===== config.mk =====
export PLATFORM = sky130hd
export DESIGN_NAME = keyed_slot_table_with_ttl_flat
export DESIGN_NICKNAME = d
export VERILOG_FILES = /design/src/design/kst_pkg.sv /design/src/design/kst_if.sv /design/src/design/kst_mem.sv /design/src/design/keyed_slot_table_with_ttl.sv /design/src/flat_wrapper.sv
export SDC_FILE = /design/constraint.sdc
export NUM_CORES = 2
export LEC_CHECK = 0
export BUFFER_PORTS_ARGS = -buffer_cell sky130_fd_sc_hd__buf_2
export CAP_MARGIN = 10
export CORE_ASPECT_RATIO = 1.1
export CORE_UTILIZATION = 45
export DETAILED_ROUTE_END_ITERATION = 12
export PLACE_DENSITY = 0.74
export SLEW_MARGIN = 20
export SYNTH_ARGS = -nofsm -noshare
export SYNTH_HDL_FRONTEND = slang
export SYNTH_SLANG_ARGS = --single-unit

===== constraint.sdc =====
create_clock -name clk -period 14.3 [get_ports clk]
set_clock_uncertainty 0.15 [all_clocks]
set_input_delay 0.715 -clock clk [delete_from_list [all_inputs] [get_ports clk]]
set_output_delay 0.715 -clock clk [all_outputs]
set_load 0.02 [all_outputs]

===== src/design/kst_pkg.sv =====
`timescale 1ns / 1ps
// ----------------------------------------------------------------------------
// kst_pkg
// Shared types and opcode constants for the keyed slot table.
// ----------------------------------------------------------------------------
package kst_pkg;

	localparam logic [2:0] OP_ADD     = 3'd0;
	localparam logic [2:0] OP_DISMISS = 3'd1;
	localparam logic [2:0] OP_EXPIRE  = 3'd2;
	localparam logic [2:0] OP_CLEAR   = 3'd3;
	localparam logic [2:0] OP_READ    = 3'd4;

	typedef struct packed {
		logic [2:0]  opcode;
		logic [63:0] item_key;
		logic [31:0] payload_ref;
		logic [31:0] cur_tick;
		logic [31:0] ttl_ms;
		logic [2:0]  slot_index;
	} req_t;

	typedef struct packed {
		logic        status;
		logic [2:0]  slot_used;
		logic        replaced_oldest;
		logic [3:0]  expired_count;
		logic [3:0]  active_count;
		logic [63:0] entry_key;
		logic [31:0] entry_payload;
		logic [31:0] entry_seq;
		logic [31:0] entry_created;
		logic [31:0] entry_ttl;
	} rsp_t;

	// One stored entry, excluding its valid bit
	typedef struct packed {
		logic [63:0] key;
		logic [31:0] payload;
		logic [31:0] seq;
		logic [31:0] created;
		logic [31:0] ttl;
	} entry_t;

endpackage


===== src/design/kst_if.sv =====
`timescale 1ns / 1ps
// ----------------------------------------------------------------------------
// kst_req_if / kst_rsp_if
// Valid/ready channels carrying requests and responses.
// ----------------------------------------------------------------------------
interface kst_req_if;
	logic          valid;
	logic          ready;
	kst_pkg::req_t data;
	modport source (output valid, output data, input ready);
	modport sink   (input valid, input data, output ready);
endinterface

interface kst_rsp_if;
	logic          valid;
	logic          ready;
	kst_pkg::rsp_t data;
	modport source (output valid, output data, input ready);
	modport sink   (input valid, input data, output ready);
endinterface


===== src/design/kst_mem.sv =====
`timescale 1ns / 1ps
// ----------------------------------------------------------------------------
// kst_mem
// Entry store: one write port, one registered read port.
// ----------------------------------------------------------------------------
module kst_mem #(
	parameter int SLOTS = 8,
	parameter int AW    = 3
) (
	input  logic                   clk,
	input  logic                   we,
	input  logic [AW-1:0]          waddr,
	input  kst_pkg::entry_t        wdata,
	input  logic [AW-1:0]          raddr,
	output kst_pkg::entry_t        rdata
);
	kst_pkg::entry_t mem_q [SLOTS];

	// Write, and read through an output register
	always_ff @(posedge clk) begin
		if (we) begin
			mem_q[waddr] <= wdata;
		end
		rdata <= mem_q[raddr];
	end
endmodule


===== src/design/keyed_slot_table_with_ttl.sv =====
`timescale 1ns / 1ps
// ----------------------------------------------------------------------------
// keyed_slot_table_with_ttl
// Keyed table of SLOTS entries with add, dismiss, expire, clear and read.
// ----------------------------------------------------------------------------
// One operation at a time. Add, dismiss and expire scan the entry memory one
// slot per cycle through its single read port; after the scan, add and
// dismiss pass through a write-back state before the response state, while
// expire goes straight to the response state, and clear, read and unknown
// opcodes pass through a single read state. The block returns to idle after
// each response transaction and takes the next request there, so each
// operation also waits out any response stall. Valid bits live in
// flip-flops, so there is no clearing pass after reset.
module keyed_slot_table_with_ttl #(
	parameter int SLOTS    = 8,
	parameter int KEY_BITS = 64
) (
	input  logic        clk,
	input  logic        arst_n,
	kst_req_if.sink     req,
	kst_rsp_if.source   rsp
);
	localparam int AW = (SLOTS > 1) ? $clog2(SLOTS) : 1;
	localparam int CW = $clog2(SLOTS + 1);

	localparam logic [2:0] ST_IDLE  = 3'd0;
	localparam logic [2:0] ST_SCAN  = 3'd1;
	localparam logic [2:0] ST_WRITE = 3'd2;
	localparam logic [2:0] ST_READ  = 3'd3;
	localparam logic [2:0] ST_RESP  = 3'd4;

	logic [2:0]        state_q;
	kst_pkg::req_t     req_q;
	logic [SLOTS-1:0]  valid_q;
	logic [31:0]       seq_q;
	logic [CW-1:0]     live_q;
	logic [CW-1:0]     cnt_q;      // scan issue counter (0..SLOTS)
	logic [AW-1:0]     addr_s1;    // slot whose data arrives this cycle
	logic              chk_s1;     // read data valid for the scan
	logic              hit_q;
	logic [AW-1:0]     hit_slot_q;
	logic [AW-1:0]     old_slot_q;
	logic [31:0]       old_seq_q;
	logic              old_any_q;
	logic [CW-1:0]     exp_q;
	kst_pkg::rsp_t     rsp_q;
	kst_pkg::rsp_t     rsp_next;

	logic              we;
	logic [AW-1:0]     waddr;
	kst_pkg::entry_t   wdata;
	logic [AW-1:0]     raddr;
	kst_pkg::entry_t   rdata;

	logic [63:0]       key_m;
	logic [31:0]       elapsed;
	logic              ent_valid;
	logic [AW-1:0]     free_slot;
	logic              free_any;
	logic [AW-1:0]     add_slot;

	kst_mem #(.SLOTS(SLOTS), .AW(AW)) u_mem (
		.clk(clk), .we(we), .waddr(waddr), .wdata(wdata),
		.raddr(raddr), .rdata(rdata)
	);

	assign key_m     = req_q.item_key & ({64{1'b1}} >> (64 - KEY_BITS));
	assign elapsed   = req_q.cur_tick - rdata.created;
	assign ent_valid = valid_q[addr_s1];
	assign req.ready = (state_q == ST_IDLE);
	assign rsp.valid = (state_q == ST_RESP);
	assign rsp.data  = rsp_q;

	// Lowest free slot from the valid flops
	always_comb begin
		free_any  = 1'b0;
		free_slot = '0;
		for (int i = SLOTS - 1; i >= 0; i--) begin
			if (!valid_q[i]) begin
				free_any  = 1'b1;
				free_slot = AW'(i);
			end
		end
	end

	always_comb begin
		if (hit_q) begin
			add_slot = hit_slot_q;
		end else if (free_any) begin
			add_slot = free_slot;
		end else begin
			add_slot = old_slot_q;
		end
	end

	// Memory read address and write-back
	always_comb begin
		raddr       = (state_q == ST_IDLE) ? AW'(req.data.slot_index) : cnt_q[AW-1:0];
		we          = (state_q == ST_WRITE) && (req_q.opcode == kst_pkg::OP_ADD);
		waddr       = add_slot;
		wdata.key     = key_m;
		wdata.payload = req_q.payload_ref;
		wdata.seq     = seq_q;
		wdata.created = req_q.cur_tick;
		wdata.ttl     = req_q.ttl_ms;
	end

	// Control: accept, scan, write back, respond
	always_ff @(posedge clk or negedge arst_n) begin
		if (!arst_n) begin
			state_q <= ST_IDLE;
			valid_q <= '0;
			seq_q   <= '0;
			live_q  <= '0;
			cnt_q   <= '0;
			chk_s1  <= 1'b0;
		end else begin
			case (state_q)
				ST_IDLE: begin
					if (req.valid) begin
						cnt_q  <= '0;
						chk_s1 <= 1'b0;
						case (req.data.opcode)
							kst_pkg::OP_ADD, kst_pkg::OP_DISMISS, kst_pkg::OP_EXPIRE:
								state_q <= ST_SCAN;
							kst_pkg::OP_CLEAR: begin
								valid_q <= '0;
								seq_q   <= '0;
								live_q  <= '0;
								state_q <= ST_READ;
							end
							default: state_q <= ST_READ;
						endcase
					end
				end
				ST_SCAN: begin
					// issue one read per cycle, check previous
					chk_s1 <= (cnt_q < CW'(SLOTS));
					if (cnt_q < CW'(SLOTS)) begin
						cnt_q <= cnt_q + CW'(1);
					end
					if (chk_s1 && req_q.opcode == kst_pkg::OP_EXPIRE && ent_valid
						&& rdata.ttl != 32'd0 && elapsed >= rdata.ttl) begin
						valid_q[addr_s1] <= 1'b0;
						live_q           <= live_q - CW'(1);
					end
					if (cnt_q == CW'(SLOTS) && !chk_s1) begin
						state_q <= (req_q.opcode == kst_pkg::OP_EXPIRE) ? ST_RESP : ST_WRITE;
					end
				end
				ST_WRITE: begin
					if (req_q.opcode == kst_pkg::OP_ADD) begin
						seq_q            <= seq_q + 32'd1;
						valid_q[add_slot] <= 1'b1;
						if (!hit_q && free_any) begin
							live_q <= live_q + CW'(1);
						end
					end else if (hit_q) begin
						valid_q[hit_slot_q] <= 1'b0;
						live_q              <= live_q - CW'(1);
					end
					state_q <= ST_RESP;
				end
				ST_READ: state_q <= ST_RESP;
				ST_RESP: begin
					if (rsp.ready) begin
						state_q <= ST_IDLE;
					end
				end
				default: state_q <= ST_IDLE;
			endcase
		end
	end

	// Response contents; add and dismiss counts settle at write-back
	always_comb begin
		rsp_next = '0;
		rsp_next.active_count = 4'(live_q);
		case (req_q.opcode)
			kst_pkg::OP_ADD: begin
				rsp_next.slot_used       = 3'(add_slot);
				rsp_next.replaced_oldest = !hit_q && !free_any;
				rsp_next.active_count    = 4'(live_q + CW'(!hit_q && free_any));
			end
			kst_pkg::OP_DISMISS: begin
				rsp_next.status    = !hit_q;
				rsp_next.slot_used = hit_q ? 3'(hit_slot_q) : 3'd0;
				if (hit_q) begin
					rsp_next.active_count = 4'(live_q - CW'(1));
				end
			end
			kst_pkg::OP_EXPIRE: begin
				rsp_next.expired_count = 4'(exp_q);
			end
			kst_pkg::OP_READ: begin
				if (int'(req_q.slot_index) < SLOTS && valid_q[AW'(req_q.slot_index)]) begin
					rsp_next.entry_key     = rdata.key;
					rsp_next.entry_payload = rdata.payload;
					rsp_next.entry_seq     = rdata.seq;
					rsp_next.entry_created = rdata.created;
					rsp_next.entry_ttl     = rdata.ttl;
				end else begin
					rsp_next.status = 1'b1;
				end
			end
			default: ;
		endcase
	end

	// Datapath: scan bookkeeping and response register
	always_ff @(posedge clk) begin
		if (state_q == ST_IDLE && req.valid) begin
			req_q      <= req.data;
			hit_q      <= 1'b0;
			hit_slot_q <= '0;
			old_any_q  <= 1'b0;
			old_slot_q <= '0;
			old_seq_q  <= '0;
			exp_q      <= '0;
		end
		addr_s1 <= cnt_q[AW-1:0];
		if (state_q == ST_SCAN && chk_s1 && ent_valid) begin
			if (!hit_q && rdata.key == key_m) begin
				hit_q      <= 1'b1;
				hit_slot_q <= addr_s1;
			end
			if (!old_any_q || rdata.seq < old_seq_q) begin
				old_any_q  <= 1'b1;
				old_seq_q  <= rdata.seq;
				old_slot_q <= addr_s1;
			end
			if (rdata.ttl != 32'd0 && elapsed >= rdata.ttl) begin
				exp_q <= exp_q + CW'(1);
			end
		end
		// Capture the response in the state just before the response state
		if (state_q == ST_SCAN || state_q == ST_WRITE || state_q == ST_READ) begin
			rsp_q <= rsp_next;
		end
	end

`ifndef ASSERT_OFF
	a_live_bound: assert property (@(posedge clk) disable iff (!arst_n)
		live_q <= CW'(SLOTS)) else $error("live count exceeds slots");
	a_live_match: assert property (@(posedge clk) disable iff (!arst_n)
		state_q == ST_IDLE |-> CW'($countones(valid_q)) == live_q)
		else $error("live count out of step with valid bits");
	a_write_add: assert property (@(posedge clk) disable iff (!arst_n)
		we |-> state_q == ST_WRITE) else $error("memory write outside write-back");
`endif
endmodule


===== src/flat_wrapper.sv =====
// flat-port wrapper written by rule: the top's interface ports become plain ports
module keyed_slot_table_with_ttl_flat 
#(
	parameter int SLOTS    = 8,
	parameter int KEY_BITS = 64
)
  (clk, arst_n, req_valid, req_data, req_ready, rsp_valid, rsp_data, rsp_ready);
  kst_req_if req_i ();
  kst_rsp_if rsp_i ();
  input  logic clk;
  input  logic arst_n;
  input wire logic [$bits(req_i.valid)-1:0] req_valid;
  input wire logic [$bits(req_i.data)-1:0] req_data;
  output wire logic [$bits(req_i.ready)-1:0] req_ready;
  output wire logic [$bits(rsp_i.valid)-1:0] rsp_valid;
  output wire logic [$bits(rsp_i.data)-1:0] rsp_data;
  input wire logic [$bits(rsp_i.ready)-1:0] rsp_ready;
  assign req_i.valid = req_valid;
  assign req_i.data = req_data;
  assign req_ready = req_i.ready;
  assign rsp_valid = rsp_i.valid;
  assign rsp_data = rsp_i.data;
  assign rsp_i.ready = rsp_ready;
  keyed_slot_table_with_ttl #(.SLOTS(SLOTS), .KEY_BITS(KEY_BITS)) u_core (.clk(clk), .arst_n(arst_n), .req(req_i), .rsp(rsp_i));
endmodule

==> results.yml <==
yosys:
  synth_area_um2: 85200
  synth.avg_cell_area_um2: 12.7
  ys_seq_area_frac: 0.743
  synth-edff-count: 1907
  synthArstFlopShare: 0.0237
  synth_ff_type: "edfxtp_1"
  synth_fp_nets: 6971
  yosys_register_bits: 2198
  yosys_warnings: 0
  synth.distinct_cells: 81
  syn_inst: 6698
cts:
  htree_levels: 4
  cts_setup_buffers: 0
  cts_buffer_depth: 3
  clock_sinks: 2198
  hold_buffers: 169
  cts-root-buf: "clkbuf_16"
  path_clk_slew_ns: 0.06
  numCtsBuffers: 207
  cts_tree: "built"
  clock_latency_ns: 0.87
  cts-resized-gates: 0
pwr:
  p_leak_nw: 36.7
  peakVddDrop_mv: 0.142
  power_density_nw_per_um2: 126
critical_path:
  worst-r2r-setup-slack_ns: 8.70
  worstSetupPathType: "reg2reg"
  start_kind: "flop"
  r2r_start: "u_core.req_q[48]"
  worst_ep_arrival_time_ns: 6.18
  worstPathMaxFanout: 9
  worstPathRequired_ns: 14.88
  rr_worst_depth: 16
  endpoint_kind: "flop"
  worstReg2RegEnd: "u_core.valid_q[6]"
worst_hold_path:
  min_path_cells: 3
  worstHoldStart: "req_valid"
  hold_class: "in2reg"
  worstHoldEndpoint: "u_core.state_q[0]"
routing:
  wl_per_cell_um: 21.4
  antenna_left: 0
  drc: 0
  initialDrtViolationCount: 5521
  first_pass_iters: 6
  vias: 54200
  vias_per_cell: 5.49
  wirelength_um: 211000
cells_and_area:
  layout_commonest_cell: "edfxtp_1"
  nets: 7434
  layout_common_cells: "edfxtp_1 (1907), nand2_1 (1827), nand3_1 (1017), buf_2 (376), o21ai_0 (251)"
  drive_gt1_frac: 0.108
  area_delta_synth_final_pct: 15.3
outcome:
  status: "finished, final reports clean"
timing:
  setup_viol: 0
  tightest_slew_ns: 1.22
  post-route-min-period_ns: 5.60
  fin_ws_ns: 8.70
  rsz0062_at_grt: "false"
  fin_tns_setup_ns: 0
  finalCritPeriodShare: 0.392
  finalHoldViolations: 0
  fmax_mhz: 179
  slew_viol_final: 0
  relSlewSlack: 0.188
global_route:
  grt_pass1_wl_um: 316000
  grt_overflow: 0
  antenna_found_initial: 14
  track_usage: 0.217
  grt_pass1_vias: 52400
  grt_start_max_net_pins: 225
job:
  max-cap-violations: 0
die:
  fp.dieW_um: 417
  core_area_um2: 188000
  die_area_um2: 191000
  ios: 377
  start_util: 0.453
  rows: 167
  die_y_um: 458
placed_design:
  place_hpwl_um: 116000
  portBuffers: 376
  gp_congestion: 0.859
  dp_slack_ns: 8.78
==> sequential cells by signal, indices dropped and copies added, names as in the netlist, 4 cells and up <==
| name | flops |
|---|---|
| u_core.rsp.data | 205 |
| u_core.exp_q | 4 |
| u_core.u_mem.mem_q | 1536 |
| u_core.live_q | 4 |
| u_core.cnt_q | 4 |
| u_core.req_q | 102 |
| u_core.valid_q | 8 |
| u_core.old_seq_q | 32 |
| u_core.key_m | 64 |
| u_core.seq_q | 32 |
| u_core.u_mem.rdata | 192 |
==> synthesized netlist by cell type, types with 7 or more instances <==
| cell | count | area, um2 |
|---|---|---|
| a21o_1 | 38 | 285 |
| and2_1 | 202 | 1260 |
| a31oi_1 | 13 | 81.3 |
| dfrtp_1 | 52 | 1300 |
| inv_1 | 151 | 567 |
| o21ai_0 | 251 | 1260 |
| nor4_1 | 23 | 144 |
| edfxtp_1 | 1907 | 57300 |
| nand4_1 | 28 | 175 |
| dfxtp_1 | 239 | 4780 |
| o22ai_1 | 17 | 106 |
| ha_1 | 102 | 1280 |
| and4_1 | 8 | 70.1 |
| a211oi_1 | 10 | 75.1 |
| o211ai_1 | 32 | 240 |
| nor3_1 | 21 | 105 |
| xnor2_1 | 30 | 263 |
| nand3_1 | 1017 | 5090 |
| buf_1 | 38 | 143 |
| nor2b_1 | 7 | 43.8 |
| nor2_1 | 79 | 297 |
| xor2_1 | 63 | 552 |
| a21oi_1 | 68 | 340 |
| and3_1 | 17 | 106 |
| nand2_1 | 1827 | 6860 |
| nand2b_1 | 13 | 81.3 |
| mux2i_1 | 11 | 110 |
| clkbuf_1 | 282 | 1060 |
| or3_1 | 11 | 68.8 |
| o22a_1 | 9 | 78.8 |
| buf_2 | 28 | 140 |
==> final cells by class <==
cell class,instances,area (um2)
well taps,2535,3170
fillers,15200,90100
flip-flops and latches,2198,63400
clock buffers,281,5660
inverters,152,578
multi-input cells,3994,20000
clock inverters,105,1170
repair buffers,608,4230
diodes,5,12.5
==> report_power, final <==
group,total (mW),internal [mW],switching (mW)
Clock,5.46,3.06,2.40
Sequential,6.87,6.87,0
Combinational,0.0783,0.0467,0.0316
Total,12.4,9.98,2.44
==> metal layers <==
layer | global-route usage | share of wire
met5 | 0 | 0.000062
met3 | 0.0287 | 0.068
met2 | 0.360 | 0.49
met1 | 0.284 | 0.40
met4 | 0.0994 | 0.044
==> worst max-delay path by stage <==
stage                                 start                  endpoint  depth (start not counted)
final                      u_core.req_q[48]         u_core.valid_q[6]                         16
after global placement     u_core.req_q[35]         u_core.valid_q[7]                         19
after CTS                  u_core.req_q[48]         u_core.valid_q[6]                         16
after floorplan           u_core.state_q[2]  u_core.u_mem.mem_q[6][0]                          7
after detailed placement   u_core.req_q[48]         u_core.valid_q[1]                         16
after global routing       u_core.req_q[35]         u_core.valid_q[0]                         19
==> critical path, stage by stage, from the launching register on <==
cell and delay [ns]:
edfxtp_1 0.52, ha_1 0.40, and3_1 0.21, a221o_1 0.38, a2111o_1 0.41, nor3_1 0.18
nor2_1 0.15, a211oi_1 0.35, a21oi_1 0.14, xnor2_1 0.15, ha_1 0.30, nand4_1 0.11
or3_1 0.38, or4b_2 0.80, a21oi_4 0.31, o211ai_1 0.27, o22a_1 0.26
==> cell families after synthesis <==
| family | after synthesis | synth area share |
|---|---|---|
| adder cells (fa/ha/maj) | 103 | 0.0152 |
| AND/OR/NAND/NOR | 3279 | 0.171 |
| AO/OA/AOI/OAI | 505 | 0.0361 |
| XOR/XNOR | 93 | 0.00956 |
| multiplexers | 14 | 0.00195 |
| flip-flops | 2198 | 0.743 |
| buffers and inverters | 506 | 0.0230 |
==> through the flow <==
step | total power [mW] | cell area, um2 | utilization | instances | hold slack (ns)
detailed placement | 7.05 | 89700 | 0.476 | 9317 | 0.311
finish | 12.4 | 98200 | 0.522 | 9878 | 0.253
global route | 12.7 | 98200 | 0.522 | 9875 | 0.236
global placement | 7.05 | 89700 | 0.476 | 9317 | 0.304
floorplan | 7.01 | 85200 | - | 6698 | 0.260
CTS | 12.5 | 98200 | 0.521 | 9872 | 0.177
(Power assumes the default switching activity.)
